File: config.mk
export PLATFORM = sky130hd
export DESIGN_NAME = bignum_digit_dot_product
export DESIGN_NICKNAME = d
export VERILOG_FILES = /design/src/sv/bddp_pkg.sv /design/src/sv/bddp_front.sv /design/src/sv/bddp_queue.sv /design/src/sv/bddp_back.sv /design/src/sv/bddp_conv.sv /design/src/sv/bignum_digit_dot_product.sv
export SDC_FILE = /design/constraint.sdc
export NUM_CORES = 2
export LEC_CHECK = 0
export BUFFER_PORTS_ARGS = -buffer_cell sky130_fd_sc_hd__buf_2
export CELL_PAD_IN_SITES_DETAIL_PLACEMENT = 1
export CELL_PAD_IN_SITES_GLOBAL_PLACEMENT = 1
export CORE_ASPECT_RATIO = 0.9
export CORE_MARGIN = 5
export CORE_UTILIZATION = 58
export CTS_BUF_LIST = sky130_fd_sc_hd__clkbuf_4
export CTS_CLUSTER_SIZE = 10
export DETAILED_ROUTE_END_ITERATION = 16
export PLACE_DENSITY = 0.88
export SKIP_CTS_REPAIR_TIMING = 1
export SYNTH_ARGS = -nofsm -noshare
export SYNTH_HDL_FRONTEND = slang
export SYNTH_SLANG_ARGS = --single-unit
File: constraint.sdc
create_clock -name clk -period 20 [get_ports clk]
set_input_delay 1 -clock clk [delete_from_list [all_inputs] [get_ports clk]]
set_output_delay 1 -clock clk [all_outputs]
set_load 0.01 [all_outputs]
File: src/sv/bddp_pkg.sv
`timescale 1ns / 1ps

package bddp_pkg;

  // Radix mode codes
  localparam logic RADIX_BIN = 1'b0;   // base 65536 digits
  localparam logic RADIX_DEC = 1'b1;   // base 10000 digits

  // Register index (word address) of the radix mode register
  localparam logic REG_RADIX = 1'b0;

  localparam int unsigned DIGIT_W = 16;
  localparam int unsigned ACC_W   = 32;
  localparam int unsigned CNT_W   = 16;

  // Decimal mode constants
  localparam logic [ACC_W-1:0]   ACC_BASE       = 32'd3000000000;
  localparam logic [DIGIT_W-1:0] DEC_MAX        = 16'd9999;
  localparam logic [13:0]        DEC_DIGIT      = 14'd10000;
  localparam logic [4:0]         BASE_PER_COUNT = 5'd30;

  // x / 10000 == (x * RECIP_1E4) >> RECIP_SHIFT for every 32-bit x
  localparam logic [31:0] RECIP_1E4   = 32'd3518437209;
  localparam int unsigned RECIP_SHIFT = 45;
  localparam int unsigned Q1_W        = 19;   // acc / 1e4 fits 19 bits
  localparam int unsigned Q2_W        = 6;    // acc / 1e8 fits 6 bits
  localparam int unsigned HI_W        = 22;   // acc / 1e8 + 30 * count

  // Queue between front and back
  localparam int unsigned QDEPTH = 4;
  localparam int unsigned QPW    = $clog2(QDEPTH);

  typedef struct packed {
    logic [DIGIT_W-1:0] x;
    logic [DIGIT_W-1:0] y;
    logic               last;
    logic               mode;
  } item_t;

  typedef struct packed {
    logic             empty;
    logic             full;
  } q_stat_t;

  typedef struct packed {
    logic [ACC_W-1:0] acc;
    logic [CNT_W-1:0] cnt;
    logic             mode;
  } fin_t;

endpackage

File: src/sv/bddp_front.sv
`timescale 1ns / 1ps

module bddp_front
  import bddp_pkg::*;
(
  input  logic               in_valid,
  output logic               in_stall,
  input  logic [DIGIT_W-1:0] in_x_digit,
  input  logic [DIGIT_W-1:0] in_y_digit,
  input  logic               in_last_term,
  input  logic               radix_mode,
  input  q_stat_t            q_stat,
  output logic               push,
  output item_t              push_item
);

  // Stall only on a full queue; it never looks at in_valid
  assign in_stall = q_stat.full;
  assign push     = in_valid & ~q_stat.full;

  // Clamp decimal digits before they reach the multiplier
  always_comb begin
    push_item.x    = in_x_digit;
    push_item.y    = in_y_digit;
    push_item.last = in_last_term;
    push_item.mode = radix_mode;
    if (radix_mode == RADIX_DEC) begin
      if (in_x_digit > DEC_MAX) begin
        push_item.x = DEC_MAX;
      end
      if (in_y_digit > DEC_MAX) begin
        push_item.y = DEC_MAX;
      end
    end
  end

endmodule

File: src/sv/bddp_queue.sv
`timescale 1ns / 1ps

module bddp_queue
  import bddp_pkg::*;
(
  input  logic    clk,
  input  logic    rst_n,
  input  logic    push,
  input  item_t   push_item,
  input  logic    pop,
  output item_t   pop_item,
  output q_stat_t q_stat
);

  item_t          qmem [QDEPTH];
  logic [QPW-1:0] wr_ptr_r;
  logic [QPW-1:0] wr_ptr_nxt;
  logic [QPW-1:0] rd_ptr_r;
  logic [QPW-1:0] rd_ptr_nxt;
  logic [QPW:0]   count_r;
  logic [QPW:0]   count_nxt;
  logic           do_pop;

  assign q_stat.empty = (count_r == '0);
  assign q_stat.full  = (count_r == (QPW+1)'(QDEPTH));
  assign do_pop       = pop & ~q_stat.empty;
  assign pop_item     = qmem[rd_ptr_r];

  always_comb begin
    wr_ptr_nxt = wr_ptr_r;
    rd_ptr_nxt = rd_ptr_r;
    count_nxt  = count_r;
    if (push) begin
      wr_ptr_nxt = wr_ptr_r + 1'b1;
    end
    if (do_pop) begin
      rd_ptr_nxt = rd_ptr_r + 1'b1;
    end
    if (push && !do_pop) begin
      count_nxt = count_r + 1'b1;
    end else if (!push && do_pop) begin
      count_nxt = count_r - 1'b1;
    end
  end

  always_ff @(posedge clk) begin
    if (!rst_n) begin
      wr_ptr_r <= '0;
      rd_ptr_r <= '0;
      count_r  <= '0;
    end else begin
      wr_ptr_r <= wr_ptr_nxt;
      rd_ptr_r <= rd_ptr_nxt;
      count_r  <= count_nxt;
    end
  end

  always_ff @(posedge clk) begin
    if (push) begin
      qmem[wr_ptr_r] <= push_item;
    end
  end

  a_count_bound: assert property (@(posedge clk) disable iff (!rst_n)
    count_r <= (QPW+1)'(QDEPTH))
    else $error("queue count above depth");

  a_count_up: assert property (@(posedge clk) disable iff (!rst_n)
    (push && !do_pop) |=> (count_r == $past(count_r) + 1'b1))
    else $error("queue count did not advance on push");

endmodule

File: src/sv/bddp_back.sv
`timescale 1ns / 1ps

module bddp_back
  import bddp_pkg::*;
(
  input  logic    clk,
  input  logic    rst_n,
  input  logic    adv,
  input  q_stat_t q_stat,
  input  item_t   pop_item,
  output logic    pop,
  output logic    fin_valid,
  output fin_t    fin
);

  // Multiply stage
  logic             m_valid_r;
  logic [ACC_W-1:0] m_prod_r;
  logic             m_last_r;
  logic             m_mode_r;

  // Running column state
  logic [ACC_W-1:0] acc_r;
  logic [ACC_W-1:0] acc_nxt;
  logic [CNT_W-1:0] cnt_r;
  logic [CNT_W-1:0] cnt_nxt;

  // Finished sum, handed to the digit converter
  logic             fin_valid_r;
  fin_t             fin_r;
  fin_t             fin_nxt;

  logic [ACC_W:0]   sum_bin;
  logic [ACC_W-1:0] sum_dec;
  logic [ACC_W-1:0] sum_red;

  assign pop = adv & ~q_stat.empty;

  always_ff @(posedge clk) begin
    if (!rst_n) begin
      m_valid_r <= 1'b0;
    end else if (adv) begin
      m_valid_r <= ~q_stat.empty;
    end
  end

  always_ff @(posedge clk) begin
    if (adv) begin
      m_prod_r <= ACC_W'(pop_item.x) * ACC_W'(pop_item.y);
      m_last_r <= pop_item.last;
      m_mode_r <= pop_item.mode;
    end
  end

  // Add the product; count wraps in binary mode, reduce by 3e9 in decimal mode
  always_comb begin
    sum_bin = {1'b0, acc_r} + {1'b0, m_prod_r};
    sum_dec = acc_r + m_prod_r;
    sum_red = sum_dec - ACC_BASE;
    fin_nxt.mode = m_mode_r;
    if (m_mode_r == RADIX_DEC) begin
      if (sum_dec >= ACC_BASE) begin
        fin_nxt.acc = sum_red;
        fin_nxt.cnt = cnt_r + 1'b1;
      end else begin
        fin_nxt.acc = sum_dec;
        fin_nxt.cnt = cnt_r;
      end
    end else begin
      fin_nxt.acc = sum_bin[ACC_W-1:0];
      fin_nxt.cnt = cnt_r + CNT_W'(sum_bin[ACC_W]);
    end
    // Clear the column after its last pair
    if (m_last_r) begin
      acc_nxt = '0;
      cnt_nxt = '0;
    end else begin
      acc_nxt = fin_nxt.acc;
      cnt_nxt = fin_nxt.cnt;
    end
  end

  always_ff @(posedge clk) begin
    if (!rst_n) begin
      acc_r       <= '0;
      cnt_r       <= '0;
      fin_valid_r <= 1'b0;
    end else if (adv) begin
      if (m_valid_r) begin
        acc_r <= acc_nxt;
        cnt_r <= cnt_nxt;
      end
      fin_valid_r <= m_valid_r & m_last_r;
    end
  end

  always_ff @(posedge clk) begin
    if (adv) begin
      fin_r <= fin_nxt;
    end
  end

  assign fin_valid = fin_valid_r;
  assign fin       = fin_r;

  a_clear_after_last: assert property (@(posedge clk) disable iff (!rst_n)
    (adv && m_valid_r && m_last_r) |=> (acc_r == '0 && cnt_r == '0))
    else $error("column state not cleared after last pair");

endmodule

File: src/sv/bddp_conv.sv
`timescale 1ns / 1ps

module bddp_conv
  import bddp_pkg::*;
(
  input  logic               clk,
  input  logic               rst_n,
  input  logic               fin_valid,
  input  fin_t               fin,
  output logic               adv,
  output logic               out_valid,
  input  logic               out_stall,
  output logic [DIGIT_W-1:0] out_low_digit,
  output logic [DIGIT_W-1:0] out_mid_digit,
  output logic [DIGIT_W-1:0] out_high_digit
);

  // Stage P: reciprocal multiply for acc / 1e4
  logic             p_valid_r;
  fin_t             p_fin_r;
  logic [63:0]      p_prod_r;
  logic [20:0]      p_cnt30_r;

  // Stage Q: low digit and reciprocal multiply for acc / 1e8
  logic             q_valid_r;
  fin_t             q_fin_r;
  logic [Q1_W-1:0]  q_q1_r;
  logic [DIGIT_W-1:0] q_low_r;
  logic [50:0]      q_prod_r;
  logic [20:0]      q_cnt30_r;

  // Output register
  logic               o_valid_r;
  logic               o_mode_r;
  logic [DIGIT_W-1:0] o_low_r;
  logic [DIGIT_W-1:0] o_mid_r;
  logic [DIGIT_W-1:0] o_high_r;
  logic [DIGIT_W-1:0] o_low_nxt;
  logic [DIGIT_W-1:0] o_mid_nxt;
  logic [DIGIT_W-1:0] o_high_nxt;

  logic [Q1_W-1:0]  q1;
  logic [ACC_W-1:0] low_full;
  logic [Q2_W-1:0]  q2;
  logic [Q1_W-1:0]  mid_full;
  logic [HI_W-1:0]  hi_full;

  assign adv = ~o_valid_r | ~out_stall;

  assign q1       = p_prod_r[RECIP_SHIFT +: Q1_W];
  assign low_full = p_fin_r.acc - ACC_W'(ACC_W'(q1) * ACC_W'(DEC_DIGIT));
  assign q2       = q_prod_r[RECIP_SHIFT +: Q2_W];
  assign mid_full = q_q1_r - Q1_W'(Q1_W'(q2) * Q1_W'(DEC_DIGIT));
  assign hi_full  = HI_W'(q2) + HI_W'(q_cnt30_r);

  always_comb begin
    if (q_fin_r.mode == RADIX_DEC) begin
      o_low_nxt = q_low_r;
      o_mid_nxt = DIGIT_W'(mid_full);
      if (hi_full > HI_W'(DEC_MAX)) begin
        o_high_nxt = DEC_MAX;
      end else begin
        o_high_nxt = DIGIT_W'(hi_full);
      end
    end else begin
      o_low_nxt  = q_fin_r.acc[DIGIT_W-1:0];
      o_mid_nxt  = q_fin_r.acc[ACC_W-1:DIGIT_W];
      o_high_nxt = q_fin_r.cnt;
    end
  end

  always_ff @(posedge clk) begin
    if (!rst_n) begin
      p_valid_r <= 1'b0;
      q_valid_r <= 1'b0;
      o_valid_r <= 1'b0;
    end else if (adv) begin
      p_valid_r <= fin_valid;
      q_valid_r <= p_valid_r;
      o_valid_r <= q_valid_r;
    end
  end

  always_ff @(posedge clk) begin
    if (adv) begin
      p_fin_r   <= fin;
      p_prod_r  <= 64'(fin.acc) * 64'(RECIP_1E4);
      p_cnt30_r <= 21'(fin.cnt) * 21'(BASE_PER_COUNT);
      q_fin_r   <= p_fin_r;
      q_q1_r    <= q1;
      q_low_r   <= low_full[DIGIT_W-1:0];
      q_prod_r  <= 51'(q1) * 51'(RECIP_1E4);
      q_cnt30_r <= p_cnt30_r;
      o_mode_r  <= q_fin_r.mode;
      o_low_r   <= o_low_nxt;
      o_mid_r   <= o_mid_nxt;
      o_high_r  <= o_high_nxt;
    end
  end

  assign out_valid      = o_valid_r;
  assign out_low_digit  = o_low_r;
  assign out_mid_digit  = o_mid_r;
  assign out_high_digit = o_high_r;

  a_dec_digits: assert property (@(posedge clk) disable iff (!rst_n)
    (o_valid_r && o_mode_r == RADIX_DEC) |->
      (o_low_r <= DEC_MAX && o_mid_r <= DEC_MAX && o_high_r <= DEC_MAX))
    else $error("decimal digit out of range");

endmodule

File: src/sv/bignum_digit_dot_product.sv
`timescale 1ns / 1ps

// Digit dot-product column accumulator for multiprecision multiply. Feed one
// digit pair per item (x[i] with y[n-1-i]) and mark the final pair with
// in_last_term; one result of three 16-bit digits follows each final pair and
// the column state clears for the next sum. The block takes one item every
// cycle while out_stall is low: the 32-bit accumulate (add, compare against
// 3e9, subtract) is combinational ahead of the column registers, so pairs of
// the same column stream without gaps. After its final pair is accepted, a
// result passes through the queue, the 16x16 multiply, the accumulate, two
// reciprocal-multiply stages for the base-10000 split and the output
// register. A four-entry queue sits between the input side and the
// arithmetic pipeline; when out_stall holds the output, the pipeline
// freezes, the queue fills and in_stall rises. radix_mode (address 0) picks
// base 65536 (0) or base 10000 (1); write it only while the block is idle.

module bignum_digit_dot_product
  import bddp_pkg::*;
(
  input  logic               clk,
  input  logic               rst_n,
  // Configuration port
  input  logic               psel,
  input  logic               penable,
  input  logic               pwrite,
  input  logic [2:0]         paddr,
  input  logic [31:0]        pwdata,
  output logic [31:0]        prdata,
  output logic               pready,
  // Input items
  input  logic               in_valid,
  output logic               in_stall,
  input  logic [DIGIT_W-1:0] in_x_digit,
  input  logic [DIGIT_W-1:0] in_y_digit,
  input  logic               in_last_term,
  // Result items
  output logic               out_valid,
  input  logic               out_stall,
  output logic [DIGIT_W-1:0] out_low_digit,
  output logic [DIGIT_W-1:0] out_mid_digit,
  output logic [DIGIT_W-1:0] out_high_digit
);

  logic    radix_r;
  logic    radix_nxt;
  logic    cfg_wr;

  q_stat_t q_stat;
  logic    push;
  item_t   push_item;
  logic    pop;
  item_t   pop_item;
  logic    adv;
  logic    fin_valid;
  fin_t    fin;

  // Register file: only radix_mode lives here; paddr[2] is the word index
  assign pready = 1'b1;
  assign cfg_wr = psel & penable & pwrite;

  always_comb begin
    radix_nxt = radix_r;
    if (cfg_wr && paddr[2] == REG_RADIX) begin
      radix_nxt = pwdata[0];
    end
  end

  always_ff @(posedge clk) begin
    if (!rst_n) begin
      radix_r <= RADIX_BIN;
    end else begin
      radix_r <= radix_nxt;
    end
  end

  // Read back the mode; unmapped words read as zero
  assign prdata = (paddr[2] == REG_RADIX) ? {31'b0, radix_r} : 32'b0;

  // Front: accept items, clamp decimal digits, tag with the mode
  bddp_front u_front (
    .in_valid     (in_valid),
    .in_stall     (in_stall),
    .in_x_digit   (in_x_digit),
    .in_y_digit   (in_y_digit),
    .in_last_term (in_last_term),
    .radix_mode   (radix_r),
    .q_stat       (q_stat),
    .push         (push),
    .push_item    (push_item)
  );

  // Decouple the input side from the arithmetic pipeline
  bddp_queue u_queue (
    .clk       (clk),
    .rst_n     (rst_n),
    .push      (push),
    .push_item (push_item),
    .pop       (pop),
    .pop_item  (pop_item),
    .q_stat    (q_stat)
  );

  // Back: multiply and accumulate the column
  bddp_back u_back (
    .clk       (clk),
    .rst_n     (rst_n),
    .adv       (adv),
    .q_stat    (q_stat),
    .pop_item  (pop_item),
    .pop       (pop),
    .fin_valid (fin_valid),
    .fin       (fin)
  );

  // Split the finished sum into three digits and hold the result
  bddp_conv u_conv (
    .clk            (clk),
    .rst_n          (rst_n),
    .fin_valid      (fin_valid),
    .fin            (fin),
    .adv            (adv),
    .out_valid      (out_valid),
    .out_stall      (out_stall),
    .out_low_digit  (out_low_digit),
    .out_mid_digit  (out_mid_digit),
    .out_high_digit (out_high_digit)
  );

endmodule

# == Word level (Yosys, flattened, before mapping) ==
# Memory sizes are Yosys's and may differ from the RTL's. A register that Yosys moved wholly into a read port is not among the register bits.
# Cells that the tools add are included.
# totals
register_bits,477
mem_bits_rw,136
inputBits,75
out_inout_bits,83
word_cells,94
n_memories,1
# mem_list
name,words,width,rd,rd_clocked_by_memory_dff,wr,line,source
u_queue.qmem,4,34,1,1,1,bddp_queue.sv:15,item_t qmem [QDEPTH];
# classes
n_addsub,12
mul,6
n_lt_le_gt_ge,4
n_eq_ne,1
muxes,18
n_bitwise,12
reduce_logical,8
# op_table
operator,n
$mux 16,7
$mux 48,2
$mul 32x32->64 const B,1
$mux 32,2
$mul 19x32->51 const B,1
$add 32x32->33,1
$add 32x32->32,1
$ge 32x32->1 const B,1
$gt 16x14->1 const B,2
$mul 16x16->32,1
$sub 16x16->16,2
$sub 32x32->32 const B,1
$add 6x21->22,1
$gt 22x14->1 const B,1
$mul 16x4->20 const B,1
$mul 19x10->12 const B,1
$add 16x1->16,1
$add 16x1->16 const B,1
$mul 6x10->12 const B,1
$and 1x1->1,6
$mux 3,2
$not 1->1,5
$add 2x1->2 const B,2
$mux 2,2
other kinds (10),15

# == Longest topological paths before layout ==
# depth
word_depth,7
ltp_mapped,33
mapped_depth_nobuf,29

# == Cells and area by module ==
# From an unflattened synthesis, not the netlist that was laid out.
# unflattened
cells_unflattened,5274
area_unflattened_um2,59894.9
# modules_own_cells
module,n_inst,cells_per_inst,area_each_um2,seq_area_each_um2
bddp_conv,1,3303,38116.6,7176.9
bddp_back,1,1654,15655.0,3493.4
bddp_queue,1,221,5430.2,4264.1
bddp_front,1,56,377.9,0.0
bignum_digit_dot_product,1,40,315.3,20.0

# == Least setup slack after synthesis ==
# Ideal clock, no wire load.
# synth_timing
path_kind,input -> register
start,input port out_stall
end,register u_queue.count_r[2]
setup_time_ps,70
arrival_ps,10751
required_ps,19930
path_slack_ps,9179
stages,10
n_path_buf,1
cell_sequence,and2_1 > clkbuf_1 > clkinv_1 > o31ai_1 > ha_1 > inv_1 > fa_1 > xor2_1 > or3_1 > a21oi_1
# synth_between
elab_chain_cells,7
elab_cells_between_ends,9
cone_classes,mux: 1; bitwise: 4; reduce/logical: 4
# synth_lines
element,line,source
from (decl),bignum_digit_dot_product.sv:38,"input logic out_stall,"
$not 1->1 (*),bddp_conv.sv:48,assign adv = ~o_valid_r | ~out_stall;
$or 1x1->1 (*),bddp_conv.sv:48,
$and 1x1->1 (*),bddp_back.sv:37,assign pop = adv & ~q_stat.empty;
$and 1x1->1 (*),bddp_queue.sv:26,assign do_pop = pop & ~q_stat.empty;
$logic_not 1->1,bddp_queue.sv:39,if (push && !do_pop) begin
$logic_and 1x1->1,bddp_queue.sv:39,
$mux 3 / $reduce_bool 2->1 (equally long branches),--,
to (signal assigned),bddp_queue.sv:54,count_r <= count_nxt;
to (decl),bddp_queue.sv:20,logic [QPW:0] count_r;
# Every way passes the cells marked *; elsewhere a longest branch is shown, timed or not.
# A chain may end at the register's enable or synchronous reset.

==> out/results.txt <==
status - finished clean
RSZ-0062 raised after global routing - no
drt via density - 6.24
setup TNS - 0 ps
Hold Violations, Final - 0
TritonCTS clock tree - yes
First-pass DRT Iterations - 8
Peak Freq - 103 MHz
register area share after synthesis - 25.5%
final worst-path setup slack - 10,260 ps
commonest non-fill, non-tap cell in the layout - inv_1
Tcrit/Tclk final - 48.7%
largest family of logic cells by synthesized area - adder cells
gr usage total - 36.4%
worst hold path class - primary input to register
Critical Path End Type - register
fraction of the mapped netlist area in simple logic gates - 6.58%
Placeable Area - 100,000 sq um
filler-free cell count of the finished design - 6,824
I/O pin count - 158
drt drc - 0
Clock Pin Slew Worst Setup and Hold Paths - 80 ps
Avg Cell Area, Syn - 11.4 sq um
Placer Congestion - 0.975
post-synthesis xor/xnor area fraction - 3.11%
largest net degree at the start of global routing - 132
most frequent cells in the layout - 1,182 x inv_1, 904 x fa_1, 817 x ha_1
area share of the largest cell type after synthesis - 30.8%
fillcell total - 10,400
root buffer cell - clkbuf_4
Wirelength per Cell - 28.7 microns
total global routing overflow - 0
Synth Area in Compound Gates - 6.21%
DP Cell Count - 6,561
largest cells by area after synthesis - fa_1 31%, edfxtp_1 23%, ha_1 17%, inv_1 7.6%, dfxtp_1 2.1%
clk_skew - 115 ps
Setup crit start kind - register
number of flops mapped to enable cells by yosys - 456
post-synthesis mux area share - 1.84%
fin area - 62,600 sq um
# setup viols final - 0
# port buffers - 92
dpl cell area - 60,700 sq um
Die Ht - 312 microns
clk_lat worst skew - 1170 ps
fin nets - 7,156
CP max FO - 53
share of layout cells above drive strength 1 - 8.81%
Placement Rows - 110
Synth cell types - 92
Mapped Cells - 5,168
FF+latch count, synth - 519
Top Family by Delay on Critical Path - adder cells
Worst Path Buf+Inv - 5
initial core utilization - 58.5%
Critical Path Slowest Stage Cell - o21ai_1
Primary FF master, synth - edfxtp_1
worst-margin pin slew - 1350 ps
fin crit period - 9740 ps
CTS Buf Count - 141
Post-Syn Area - 58,700 sq um
area leader, netlist - fa_1
critical path class - register to register
Clock Tree Buf Depth - 3
Worst EP arrival - 10,560 ps
Async SR Flop Fraction - 0%
dpl hpwl - 144,000 microns
setup slack at placement - 10,610 ps
Via Count - 42,600
Area Growth Syn to Fin - 6.65%
CP max stage delay - 990 ps
Final Max Slew Viols - 0
first-pass GRT wire length - 298,000 microns
die width - 345 microns
Max-cap violations - 0
Req. time, crit path - 20,820 ps
slew margin rel. - 9.15%
Routed Antenna Nets - 0
H-tree depth - 4
die area - 108,000 sq um
total number of yosys warnings - 0
number of global-route vias before repair - 49,100
initial antenna violation count - 14
First DRT Iteration DRCs - 4,550
routed wire length - 196,000 microns
Adder-Cell Fraction of Synth Area - 48.2%
clk sink count - 519
CP dominant cell by count - fa_1
[cell usage after synthesis (9+ instances only)]
cell type     n
inv_1      1182
fa_1        904
ha_1        817
edfxtp_1    456
nand2_1     261
nor2_1      198
a21oi_1     138
xnor2_1     114
xor2_1       89
a21o_1       72
o21ai_0      70
nor2b_1      64
dfxtp_1      63
clkbuf_1     62
and2_1       49
nand3_1      49
mux2_2       42
buf_4        36
nand2b_1     33
or2_2        33
nor3_1       32
o21a_1       30
mux2i_1      27
a22o_1       24
o21bai_1     24
a31oi_1      22
nand4_1      16
o21ai_1      16
mux4_2       15
or4_1        14
and3_1       13
o31ai_1      12
o211ai_1     11
a211oi_1      9
buf_2         9
o22a_1        9
or3_1         9
[cell families (layout without fill, tap and decap cells)]
group / count (synthesis) / in the layout
AND/OR/NAND/NOR: 802 / 802
adder cells (fa/ha/maj): 1721 / 1721
multiplexers: 84 / 84
AO/OA/AOI/OAI: 534 / 534
buffers and inverters: 1300 / 1571
other: 2 / 43
XOR/XNOR: 206 / 206
flip-flops: 519 / 519
[cell type report]
| cell class | instances | area (sq um) | share of cell area [%] |
|---|---|---|---|
| clock inverters | 52 | 359 | 0.573 |
| multi-input cells | 3379 | 38900 | 62.1 |
| flip-flops and latches | 519 | 15000 | 23.9 |
| clock buffers | 200 | 1500 | 2.40 |
| inverters | 1183 | 4450 | 7.10 |
| well taps | 1344 | 1680 | 2.68 |
| repair buffers | 136 | 791 | 1.26 |
| diodes | 11 | 27.5 | 0.0439 |
[through the flow]
step	hold slack (ps)	utilization, %
6_report	143	62.4
2_1_floorplan	400	-
4_1_cts	48.8	62.4
5_1_grt	59.0	62.4
3_3_place_gp	402	60.5
3_5_place_dp	406	60.5
[state kept, by name, indices dropped and copies added, names as in the netlist, 19 cells and up, named ones only]
| name | flops |
|---|---|
| u_back.acc_r | 32 |
| u_back.fin | 49 |
| u_back.m_prod_r | 32 |
| u_conv.p_cnt30_r | 19 |
| u_conv.p_fin_r | 49 |
| u_conv.p_prod_r | 19 |
| u_conv.q_cnt30_r | 19 |
| u_conv.q_fin_r | 45 |
| u_queue.qmem | 136 |
[worst paths after layout]
path / endpoint / cells after the start / startpoint / slack (ps)
setup / recovery: u_back.m_prod_r[30] / 26 / register / 10260
hold / removal: u_queue.qmem[1][1] / 1 / in_last_term / 140
setup reg to reg: u_back.m_prod_r[30] / 26 / register / 10260
hold reg to reg: u_conv.q_cnt30_r[4] / 0 / u_conv.p_cnt30_r[4] / 370
[layer usage]
metal  vias up  share of wire [%]  global-route usage (%)  routed length, microns
met5         -              0.052                       0                     101
met3       880                 11                    10.0                   21100
met2      2846                 48                    60.6                   94400
li1      17100                  -                       -                       -
met4        16                5.6                    17.4                   11000
met1     21700                 35                    44.3                   69400
Power is not shown: default switching activity piles up to over one toggle a cycle in this logic, so the estimate is an artifact.
